<file path="src/rtl/core/tbh_pkg.sv">
// Shared types, constants and helpers for the take-back-half velocity controller.
`default_nettype none

package tbh_pkg;

  localparam int unsigned CMD_W   = 14;
  localparam int unsigned ERR_W   = 18;
  localparam int unsigned AVG_W   = 21;
  localparam int unsigned HOLD_W  = 4;
  localparam int unsigned CFG_IDX_W  = 3;
  localparam int unsigned CFG_DATA_W = 20;

  localparam logic [HOLD_W-1:0] HOLD_TICKS = 4'd12;
  localparam logic [CMD_W-1:0]  DRIVE_MAX  = 14'd12000;
  localparam logic [CMD_W-1:0]  CMD_RESET  = 14'd1200;
  localparam logic [1:0]        SEL_RESET  = 2'd2;
  localparam logic [1:0]        SEL_HIGH_AUTO = 2'd0;
  localparam logic [1:0]        SEL_MID_AUTO  = 2'd1;
  localparam logic [1:0]        SEL_DRIVER = 2'd2;

  localparam logic [CMD_W-1:0] LEARNED_RESET [3] = '{14'd960, 14'd1100, 14'd1200};

  // divide by 5: ceil(2^26 / 5), exact for dividends below 2^23
  localparam logic [23:0] DIV5_MUL   = 24'd13421773;
  localparam int unsigned DIV5_SHIFT = 26;

  typedef enum logic [CFG_IDX_W-1:0] {
    CFG_SP_HIGH_AUTO  = 3'd0,
    CFG_SP_MID_AUTO   = 3'd1,
    CFG_SP_DRIVER     = 3'd2,
    CFG_INTEGRAL_GAIN = 3'd3,
    CFG_SETTLE_ERR    = 3'd4,
    CFG_SETTLE_SLOPE  = 3'd5,
    CFG_SETTLE_TICKS  = 3'd6,
    CFG_SPIKE_LIMIT   = 3'd7
  } cfg_idx_t;

  typedef struct packed {
    logic [14:0] setpoint_high_auto;
    logic [14:0] setpoint_mid_auto;
    logic [14:0] setpoint_driver;
    logic [9:0]  integral_gain;
    logic [15:0] settle_error_limit;
    logic [15:0] settle_slope_limit;
    logic [7:0]  settle_ticks;
    logic [19:0] current_spike_limit;
  } cfg_t;

  typedef struct packed {
    logic [1:0]         setpoint_select;
    logic signed [15:0] filtered_velocity;
    logic [11:0]        motor_current;
  } item_t;

  typedef struct packed {
    logic [CMD_W-1:0] drive_command;
    logic             at_velocity;
    logic             velocity_drop;
    logic             current_spike;
  } res_t;

  typedef struct packed {
    logic              flag;
    logic [HOLD_W-1:0] count;
  } hold_t;

  // flag with a hold: once raised it stays up for HOLD_TICKS ticks
  function automatic hold_t hold_step(input logic [HOLD_W-1:0] count, input logic cond);
    hold_t h;
    if (count != '0 && count < HOLD_TICKS) begin
      h.flag  = 1'b1;
      h.count = count + 1'b1;
    end else if (cond) begin
      h.flag  = 1'b1;
      h.count = HOLD_W'(1);
    end else begin
      h.flag  = 1'b0;
      h.count = '0;
    end
    return h;
  endfunction

endpackage

`default_nettype wire

</file>
<file path="src/rtl/core/tbh_if.sv">
// Valid/ready channel interfaces for controller ticks and controller results.
`default_nettype none

interface tbh_in_if;
  logic               valid;
  logic               ready;
  logic [1:0]         setpoint_select;
  logic signed [15:0] filtered_velocity;
  logic [11:0]        motor_current;

  modport source (output valid, output setpoint_select, output filtered_velocity,
                  output motor_current, input ready);
  modport sink   (input valid, input setpoint_select, input filtered_velocity,
                  input motor_current, output ready);
endinterface

interface tbh_out_if;
  logic        valid;
  logic        ready;
  logic [13:0] drive_command;
  logic        at_velocity;
  logic        velocity_drop;
  logic        current_spike;

  modport source (output valid, output drive_command, output at_velocity,
                  output velocity_drop, output current_spike, input ready);
  modport sink   (input valid, input drive_command, input at_velocity,
                  input velocity_drop, input current_spike, output ready);
endinterface

`default_nettype wire

</file>
<file path="src/rtl/core/take_back_half_velocity_controller_unit.sv">
// Take-back-half flywheel velocity controller, top level.
//
// One input item is one control tick: setpoint selector, filtered velocity
// (Q8 rad/s) and motor current (mA), on in_chan with valid/ready. Each item
// yields exactly one result item on out_chan: drive command (mV, 0..12000),
// at_velocity, velocity_drop and current_spike.
// Path: an accepted item is registered in the input register, evaluated by
// the core and then captured in the result register that drives out_chan.
// Throughput: one item per cycle while out_chan is not stalled; the state update
// (command, take-back value, error history, settle and hold counters, current
// average) is combinational, so items may follow back to back.
// When the receiver stalls, the result register holds and the input register
// keeps one more item; in_chan.ready drops only when both are full.
// Reset (rst_n, synchronous, active low) empties both registers and restores the
// register defaults and controller state. cfg_we/cfg_index/cfg_data write one
// register per cycle; the user must ensure no item is in flight (unenforced).
`default_nettype none

module take_back_half_velocity_controller_unit
  import tbh_pkg::*;
(
  input  wire logic                  clk,
  input  wire logic                  rst_n,
  tbh_in_if.sink                     in_chan,
  tbh_out_if.source                  out_chan,
  input  wire logic                  cfg_we,
  input  wire logic [CFG_IDX_W-1:0]  cfg_index,
  input  wire logic [CFG_DATA_W-1:0] cfg_data
);

  cfg_t  cfg;
  item_t item_r;
  logic  in_valid_r;
  res_t  res;
  res_t  res_r;
  logic  out_valid_r;
  logic  out_load;
  logic  in_ready;

  tbh_cfg u_cfg (
    .clk   (clk),
    .rst_n (rst_n),
    .we    (cfg_we),
    .index (cfg_index),
    .data  (cfg_data),
    .cfg   (cfg)
  );

  assign out_load = !out_valid_r || out_chan.ready;
  assign in_ready = !in_valid_r || out_load;

  tbh_core u_core (
    .clk   (clk),
    .rst_n (rst_n),
    .cfg   (cfg),
    .step  (in_valid_r && out_load),
    .item  (item_r),
    .res   (res)
  );

  always_ff @(posedge clk) begin
    if (!rst_n) begin
      in_valid_r  <= 1'b0;
      out_valid_r <= 1'b0;
    end else begin
      if (in_ready) begin
        in_valid_r <= in_chan.valid;
      end
      if (out_load) begin
        out_valid_r <= in_valid_r;
      end
    end
  end

  always_ff @(posedge clk) begin
    if (in_ready && in_chan.valid) begin
      item_r.setpoint_select   <= in_chan.setpoint_select;
      item_r.filtered_velocity <= in_chan.filtered_velocity;
      item_r.motor_current     <= in_chan.motor_current;
    end
    if (out_load && in_valid_r) begin
      res_r <= res;
    end
  end

  assign in_chan.ready          = in_ready;
  assign out_chan.valid         = out_valid_r;
  assign out_chan.drive_command = res_r.drive_command;
  assign out_chan.at_velocity   = res_r.at_velocity;
  assign out_chan.velocity_drop = res_r.velocity_drop;
  assign out_chan.current_spike = res_r.current_spike;

endmodule

`default_nettype wire

</file>
<file path="src/rtl/core/tbh_cfg.sv">
// Configuration register file for the controller.
`default_nettype none

module tbh_cfg
  import tbh_pkg::*;
(
  input  wire logic                  clk,
  input  wire logic                  rst_n,
  input  wire logic                  we,
  input  wire logic [CFG_IDX_W-1:0]  index,
  input  wire logic [CFG_DATA_W-1:0] data,
  output cfg_t                       cfg
);

  cfg_t cfg_r;

  always_ff @(posedge clk) begin
    if (!rst_n) begin
      cfg_r.setpoint_high_auto  <= 15'd12867;
      cfg_r.setpoint_mid_auto   <= 15'd14742;
      cfg_r.setpoint_driver     <= 15'd16082;
      cfg_r.integral_gain       <= 10'd80;
      cfg_r.settle_error_limit  <= 16'd128;
      cfg_r.settle_slope_limit  <= 16'd12800;
      cfg_r.settle_ticks        <= 8'd10;
      cfg_r.current_spike_limit <= 20'd36;
    end else if (we) begin
      unique case (cfg_idx_t'(index))
        CFG_SP_HIGH_AUTO:  cfg_r.setpoint_high_auto  <= data[14:0];
        CFG_SP_MID_AUTO:   cfg_r.setpoint_mid_auto   <= data[14:0];
        CFG_SP_DRIVER:     cfg_r.setpoint_driver     <= data[14:0];
        CFG_INTEGRAL_GAIN: cfg_r.integral_gain       <= data[9:0];
        CFG_SETTLE_ERR:    cfg_r.settle_error_limit  <= data[15:0];
        CFG_SETTLE_SLOPE:  cfg_r.settle_slope_limit  <= data[15:0];
        CFG_SETTLE_TICKS:  cfg_r.settle_ticks        <= data[7:0];
        CFG_SPIKE_LIMIT:   cfg_r.current_spike_limit <= data[19:0];
      endcase
    end
  end

  assign cfg = cfg_r;

endmodule

`default_nettype wire

</file>
<file path="src/rtl/core/tbh_core.sv">
// Take-back-half update, settle detection, drop and spike flags, and controller state.
`default_nettype none

module tbh_core
  import tbh_pkg::*;
(
  input  wire logic  clk,
  input  wire logic  rst_n,
  input  wire cfg_t  cfg,
  input  wire logic  step,
  input  wire item_t item,
  output res_t       res
);

  logic [CMD_W-1:0]        last_cmd_r, last_cmd_nxt;
  logic [CMD_W-1:0]        take_back_r, take_back_nxt;
  logic [CMD_W-1:0]        learned_r [3];
  logic signed [ERR_W-1:0] last_err_r;
  logic [1:0]              last_sel_r;
  logic [7:0]              settled_r, settled_nxt;
  logic [HOLD_W-1:0]       drop_cnt_r;
  logic [HOLD_W-1:0]       spike_cnt_r;
  logic [AVG_W-1:0]        avg_r, avg_nxt;

  logic [1:0]              sel;
  logic                    sel_chg;
  logic [14:0]             target;
  logic [CMD_W-1:0]        tbv;
  logic [15:0]             vel;
  logic signed [ERR_W-1:0] err;
  logic signed [ERR_W-1:0] err_neg;
  logic [16:0]             err_abs;
  logic signed [18:0]      dif;
  logic signed [18:0]      dif_neg;
  logic [18:0]             dif_abs;
  logic signed [22:0]      vel_63;
  logic signed [22:0]      tgt_60;
  hold_t                   drop_h;
  hold_t                   spike_h;
  logic [22:0]             avg_sum;
  logic [46:0]             avg_prod;
  logic                    in_band;
  logic [7:0]              need;
  logic                    at_vel;
  logic                    skip;
  logic                    flip;
  logic [CMD_W:0]          tb_sum;
  logic [CMD_W-1:0]        tb;
  logic signed [28:0]      prod;
  logic signed [28:0]      prod_adj;
  logic signed [28:0]      prod_sh;
  logic signed [21:0]      cmd_int;
  logic [CMD_W-1:0]        cmd_integ;

  always_comb begin
    sel = (item.setpoint_select > SEL_DRIVER) ? SEL_DRIVER : item.setpoint_select;
    unique case (sel)
      SEL_HIGH_AUTO: target = cfg.setpoint_high_auto;
      SEL_MID_AUTO:  target = cfg.setpoint_mid_auto;
      default:       target = cfg.setpoint_driver;
    endcase
    sel_chg = sel != last_sel_r;
    tbv     = sel_chg ? learned_r[sel] : take_back_r;

    vel     = item.filtered_velocity;
    err     = $signed({3'b000, target}) - $signed({{2{vel[15]}}, vel});
    err_neg = -err;
    err_abs = err[ERR_W-1] ? err_neg[16:0] : err[16:0];
    dif     = $signed({err[ERR_W-1], err}) - $signed({last_err_r[ERR_W-1], last_err_r});
    dif_neg = -dif;
    dif_abs = dif[18] ? dif_neg : dif;

    // velocity below 60/63 of target
    vel_63 = $signed({{7{vel[15]}}, vel}) * 23'sd63;
    tgt_60 = $signed({8'b0, target}) * 23'sd60;
    drop_h = hold_step(drop_cnt_r, vel_63 < tgt_60);

    // EMA, alpha 0.4: (2*cur*256 + 3*avg) / 5
    avg_sum  = 23'({item.motor_current, 9'b0}) + 23'(avg_r) + 23'({avg_r, 1'b0});
    avg_prod = 47'(avg_sum) * 47'(DIV5_MUL);
    avg_nxt  = avg_prod[DIV5_SHIFT +: AVG_W];
    spike_h  = hold_step(spike_cnt_r, avg_nxt > {1'b0, cfg.current_spike_limit});

    in_band = (err_abs <= {1'b0, cfg.settle_error_limit}) &&
              (dif_abs <= {3'b000, cfg.settle_slope_limit});
    if (!in_band) begin
      settled_nxt = '0;
    end else if (settled_r == 8'hFF) begin
      settled_nxt = settled_r;
    end else begin
      settled_nxt = settled_r + 8'd1;
    end
    need   = (cfg.settle_ticks == '0) ? 8'd1 : cfg.settle_ticks;
    at_vel = in_band && (settled_nxt >= need);
    skip   = at_vel || sel_chg;
    flip   = err[ERR_W-1] != last_err_r[ERR_W-1];

    // both operands already within 0..DRIVE_MAX, so the mean is too
    tb_sum = {1'b0, last_cmd_r} + {1'b0, tbv};
    tb     = tb_sum[CMD_W:1];

    // gain*error/256, truncated toward zero
    prod     = $signed({19'b0, cfg.integral_gain}) * $signed({{11{err[ERR_W-1]}}, err});
    prod_adj = prod + (prod[28] ? 29'sd255 : 29'sd0);
    prod_sh  = prod_adj >>> 8;
    cmd_int  = $signed({8'b0, last_cmd_r}) + $signed(prod_sh[21:0]);
    if (cmd_int[21]) begin
      cmd_integ = '0;
    end else if (cmd_int > $signed({8'b0, DRIVE_MAX})) begin
      cmd_integ = DRIVE_MAX;
    end else begin
      cmd_integ = cmd_int[CMD_W-1:0];
    end

    take_back_nxt = tbv;
    if (skip) begin
      last_cmd_nxt = last_cmd_r;
    end else if (flip) begin
      last_cmd_nxt  = tb;
      take_back_nxt = tb;
    end else begin
      last_cmd_nxt = cmd_integ;
    end

    res.drive_command = last_cmd_nxt;
    res.at_velocity   = at_vel;
    res.velocity_drop = drop_h.flag;
    res.current_spike = spike_h.flag;
  end

  always_ff @(posedge clk) begin
    if (!rst_n) begin
      last_cmd_r   <= CMD_RESET;
      take_back_r  <= CMD_RESET;
      learned_r    <= LEARNED_RESET;
      last_err_r   <= '0;
      last_sel_r   <= SEL_RESET;
      settled_r    <= '0;
      drop_cnt_r   <= '0;
      spike_cnt_r  <= '0;
      avg_r        <= '0;
    end else if (step) begin
      last_cmd_r  <= last_cmd_nxt;
      take_back_r <= take_back_nxt;
      if (!skip && flip) begin
        learned_r[sel] <= tb;
      end
      last_err_r  <= err;
      last_sel_r  <= sel;
      settled_r   <= settled_nxt;
      drop_cnt_r  <= drop_h.count;
      spike_cnt_r <= spike_h.count;
      avg_r       <= avg_nxt;
    end
  end

endmodule

`default_nettype wire
</file>
<file path="src/flat_wrapper.sv">
// flat-port wrapper written by rule: the top's interface ports become plain ports
module take_back_half_velocity_controller_unit_flat import tbh_pkg::*;
  (clk, rst_n, cfg_we, cfg_index, cfg_data, in_chan_valid, in_chan_setpoint_select, in_chan_filtered_velocity, in_chan_motor_current, in_chan_ready, out_chan_valid, out_chan_drive_command, out_chan_at_velocity, out_chan_velocity_drop, out_chan_current_spike, out_chan_ready);
  tbh_in_if in_chan_i ();
  tbh_out_if out_chan_i ();
  input  wire logic clk;
  input  wire logic rst_n;
  input  wire logic cfg_we;
  input  wire logic [CFG_IDX_W-1:0] cfg_index;
  input  wire logic [CFG_DATA_W-1:0] cfg_data;
  input wire logic [$bits(in_chan_i.valid)-1:0] in_chan_valid;
  input wire logic [$bits(in_chan_i.setpoint_select)-1:0] in_chan_setpoint_select;
  input wire logic [$bits(in_chan_i.filtered_velocity)-1:0] in_chan_filtered_velocity;
  input wire logic [$bits(in_chan_i.motor_current)-1:0] in_chan_motor_current;
  output wire logic [$bits(in_chan_i.ready)-1:0] in_chan_ready;
  output wire logic [$bits(out_chan_i.valid)-1:0] out_chan_valid;
  output wire logic [$bits(out_chan_i.drive_command)-1:0] out_chan_drive_command;
  output wire logic [$bits(out_chan_i.at_velocity)-1:0] out_chan_at_velocity;
  output wire logic [$bits(out_chan_i.velocity_drop)-1:0] out_chan_velocity_drop;
  output wire logic [$bits(out_chan_i.current_spike)-1:0] out_chan_current_spike;
  input wire logic [$bits(out_chan_i.ready)-1:0] out_chan_ready;
  assign in_chan_i.valid = in_chan_valid;
  assign in_chan_i.setpoint_select = in_chan_setpoint_select;
  assign in_chan_i.filtered_velocity = in_chan_filtered_velocity;
  assign in_chan_i.motor_current = in_chan_motor_current;
  assign in_chan_ready = in_chan_i.ready;
  assign out_chan_valid = out_chan_i.valid;
  assign out_chan_drive_command = out_chan_i.drive_command;
  assign out_chan_at_velocity = out_chan_i.at_velocity;
  assign out_chan_velocity_drop = out_chan_i.velocity_drop;
  assign out_chan_current_spike = out_chan_i.current_spike;
  assign out_chan_i.ready = out_chan_ready;
  take_back_half_velocity_controller_unit u_core (.clk(clk), .rst_n(rst_n), .in_chan(in_chan_i), .out_chan(out_chan_i), .cfg_we(cfg_we), .cfg_index(cfg_index), .cfg_data(cfg_data));
endmodule
</file>
<file path="config.mk">
export PLATFORM = sky130hd
export DESIGN_NAME = take_back_half_velocity_controller_unit_flat
export DESIGN_NICKNAME = d
export VERILOG_FILES = /design/src/rtl/core/tbh_pkg.sv /design/src/rtl/core/tbh_if.sv /design/src/rtl/core/take_back_half_velocity_controller_unit.sv /design/src/rtl/core/tbh_cfg.sv /design/src/rtl/core/tbh_core.sv /design/src/flat_wrapper.sv
export SDC_FILE = /design/constraint.sdc
export NUM_CORES = 2
export LEC_CHECK = 0
export ABC_AREA = 1
export BUFFER_PORTS_ARGS = -buffer_cell sky130_fd_sc_hd__buf_2
export CAP_MARGIN = 20
export CORE_UTILIZATION = 55
export DETAILED_ROUTE_END_ITERATION = 16
export MAX_ROUTING_LAYER = met4
export PLACE_DENSITY = 0.79
export SLEW_MARGIN = 20
export SYNTH_ARGS = -nofsm -noshare
export SYNTH_HDL_FRONTEND = slang
export SYNTH_SLANG_ARGS = --single-unit
</file>
<file path="constraint.sdc">
create_clock -name clk -period 9.8 [get_ports clk]
set_clock_uncertainty 0.15 [all_clocks]
set_input_delay 2.45 -clock clk [delete_from_list [all_inputs] [get_ports clk]]
set_output_delay 2.45 -clock clk [all_outputs]
set_load 0.01 [all_outputs]
</file>
==> summary.md <==
| Metric | Value |
|---|---|
| Post-DR wirelength/cell | `around 18 um` |
| Hold path cells | `2` |
| Crit end category | `register` |
| Largest net degree at the start of global routing | `between 80 and 90` |
| Worst r2r path cells | `64` |
| Via count | `roughly 35000` |
| Fillers | `slightly above 5000` |
| Yosys top cell area share | `0.214` |
| Synth Cell Area | `roughly 0.037 mm2` |
| Post-Synth XOR/XNOR Area | `0.0425` |
| Total Wirelength | `roughly 110 mm` |
| Seq/Total Area, Yosys | `0.170` |
| R2R Setup Slk | `-0.75 ns` |
| Final Critical Period | `approximately 11 ns` |
| Startpoint Class | `register` |
| Ys async rst share | `0` |
| Post-Synthesis Cells | `4752` |
| Final setup vio count | `30` |
| Most frequent CP cell | `buf_4` |
| FF+latch count, synth | `290` |
| Failing checks | `negative setup slack` |
| Worst Hold Class | `register to register` |
| CP max stage delay | `0.55 ns` |
| Compound-Gate Fraction of Synth Area | `0.118` |
| Post-synth top cells | `908 x inv_1, 833 x nand2_1, 501 x ha_1` |
| Initial detailed-routing violation count | `between 2000 and 3000` |
| TritonCTS clock tree | `done` |
| # clock sinks | `290` |
| Simple-gate portion of the synthesized area | `0.180` |
| Combinational family with the most area after synthesis | `adder cells` |
| Drc violations | `0` |
| Initial antenna violation count | `2` |
| Slowest-stage cell, CP | `fa_1` |
| Cell accounting for the most synthesized area | `fa_1` |
| Routability Congestion | `between 0.9 and 1` |
| Dpl cell area | `0.0420 mm2` |
| RR Startpoint | `u_core.item_r[29]` |
| CTS buffer count | `31` |
| Vias in the first global route | `roughly 35000` |
| Crit path required time | `between 9 and 10 ns` |
| FF/Latch Area | `0.00629 mm2` |
| Worst setup path class | `register to register` |
| IO Port Bufs | `76` |
| Slew margin rel. | `0.211` |
| DRT Pass-1 Iters | `7` |
| Fin crit share | `1.08` |
| HPWL after DPL | `around 86 mm` |
| Final WS setup | `-0.752 ns` |
| First-pass GRT wire length | `roughly 180 mm` |
| Multi-input logic area | `between 0.02 and 0.03 mm2` |
| Post-route ant nets | `0` |
| Min-delay src | `u_core.u_core.learned_r[33]` |
| Post-synth EDFFs | `47` |
| Top post-synthesis cells by area | `fa_1 21%, ha_1 17%, dfxtp_1 13%, inv_1 9.2%, nand2_1 8.4%` |
| Area grow syn2layout | `23.4%` |
| Max-cap violations | `0` |
| Measured slew at the worst slew-check pin | `approximately 1.2 ns` |
| Worst-path clk slew | `about 0.06 ns` |
| Fmax | `between 0.09 and 0.1 GHz` |
| Grt total ovfl | `0` |
| CP arrival | `approximately 11 ns` |
| Yosys cell types | `65` |
| Final design utilization | `0.690` |
| CP Max Fanout | `8` |
| Chip height | `approximately 260 um` |
| Die ar. | `between 0.06 and 0.07 mm2` |
| Core Region | `0.0662 mm2` |
| Mux share of post-synthesis cell area | `0` |
| Avg Cell Area, Syn | `about 7.8 um2` |
| Slew Viols, Final | `0` |
| Synth Flop Type | `dfxtp_1` |
| Initial Util | `0.559` |
| Adder-Cell Fraction of Synth Area | `0.383` |
| H-Tree Depth | `1` |
| Ratio of cells with drive above 1 in the final layout | `0.214` |
| Clk_lat worst skew | `approximately 0.60 ns` |
| Total track usage | `0.333` |
| IO Pins | `77` |
| Synth Warn # | `0` |
| Die X | `between 200 and 300 um` |
| Post-route cell area | `around 0.046 mm2` |
| Final nets | `roughly 6300` |
| Outcome | `complete, but fails checks` |
| Bufs on Longest Clock Path | `3` |
| Vias/cell | `5.54` |
| Final Hold Fails | `0` |
| Most common cell in the netlist | `inv_1` |
| Syn_nets | `5706` |
| Hold Crit Endpoint | `u_core.u_core.learned_r[33]` |
| RR Endpoint | `u_core.out_chan.drive_command[7]` |
| RSZ-0062 raised after global routing | `true` |
| Root Driver | `clkbuf_16` |
| # rows | `between 90 and 100` |
==> how the worst max path moves through the flow <==
stage / from / to / slack (ns) / cells past startpoint
global route: u_core.item_r[29] / u_core.u_core.last_cmd_r[7] / -1.17 / 66
detailed placement: u_core.item_r[29] / u_core.u_core.last_cmd_r[13] / -0.93 / 63
global placement: u_core.u_core.avg_r[2] / u_core.u_core.spike_cnt_r[0] / -0.71 / 49
floorplan: u_core.item_r[29] / u_core.out_chan.drive_command[13] / -0.001 / 65
finish: u_core.item_r[29] / u_core.out_chan.drive_command[7] / -0.75 / 64
CTS: u_core.item_r[29] / u_core.out_chan.drive_command[11] / -0.52 / 65
==> critical path, delay by kind of cell (launching register included) <==
family	cells	cell delay, ns
and+or+nand+nor	24	2.42
DFF	1	0.53
AOI/OAI and AO/OA	7	1.04
adders and majority gates	8	3.40
buffers and inverters	23	2.44
xor gates and xnor gates	2	0.26
==> cells by family after synthesis <==
group | count (synthesis)
flip-flops | 290
AO/OA/AOI/OAI | 779
buffers and inverters | 1045
adder cells (fa/ha/maj) | 896
XOR/XNOR | 177
AND/OR/NAND/NOR | 1565
==> sequential cells by signal, summed over array words and instances, names as in the netlist, 2 cells and up <==
signal	flops
u_core.item_r	30
u_core.u_core.last_err_r	17
u_core.u_core.spike_cnt_r	4
u_core.u_core.drop_cnt_r	4
u_core.u_core.last_sel_r	2
u_core.u_cfg.cfg	115
u_core.u_core.learned_r	42
u_core.out_chan.drive_command	14
u_core.u_core.avg_r	21
u_core.u_core.last_cmd_r	14
u_core.u_core.take_back_r	14
u_core.u_core.settled_r	8
==> repair_timing <==
| action | in CTS | in global routing |
|---|---|---|
| cloned | 1 | 4 |
| hold buffers | 0 | 0 |
| setup buffers | 59 | 42 |
| pin swaps | 155 | 167 |
| gates resized for setup | 209 | 191 |
| setup endpoints to repair | 81 | 86 |
==> layout by cell type, fill, tap and decap left out, types with 23 or more instances in the layout <==
cell type,instances
clkbuf_16,33
xor2_1,108
ha_4,52
dfxtp_1,238
nor2_1,352
o211ai_1,37
nand2_1,776
nand4_1,44
inv_2,53
inv_1,873
buf_2,75
nor2_4,27
a21oi_2,35
o21ai_0,227
nand3_2,30
buf_4,553
fa_1,384
edfxtp_1,47
nand3_1,142
nor3_1,23
nand2_2,62
ha_1,444
xnor2_1,47
a21oi_1,317
nor2_2,27
==> routing by layer <==
| metal | GRT usage | up-vias | routed length (um) |
|---|---|---|---|
| li1 | - | 16300 | - |
| met1 | 0.367 | 16400 | 40900 |
| met2 | 0.567 | 1320 | 54500 |
| met3 | 0.0498 | 474 | 7460 |
| met4 | 0.200 | 0 | 8080 |
| met5 | - | - | 0 |
==> metrics by stage <==
stage / cells / hold WS [ns] / setup TNS (ns) / setup WS (ns)
final: 6234 / 0.305 / -16.11 / -0.752
after global routing: 6234 / 0.328 / -35.89 / -1.17
after CTS: 6187 / 0.306 / -12.08 / -0.519
after detailed placement: 6072 / 0.293 / -28.90 / -0.927
after global placement: 6072 / 0.288 / -19.71 / -0.706
after floorplan: 4752 / 0.279 / -0.00130 / -0.00130
==> final cells by class <==
| class | count | area share |
|---|---|---|
| clock inverter | 16 | 0.00276 |
| antenna | 2 | 0.000110 |
| tap | 864 | 0.0237 |
| timing repair inverter | 1 | 0.000164 |
| inverter | 946 | 0.0785 |
| sequential | 290 | 0.138 |
| clock buffer | 41 | 0.0185 |
| timing repair buffer | 656 | 0.108 |
| multi-input combinational | 3418 | 0.631 |
Power is not shown: default switching activity piles up to over one toggle a cycle in this logic, so the estimate is an artifact.
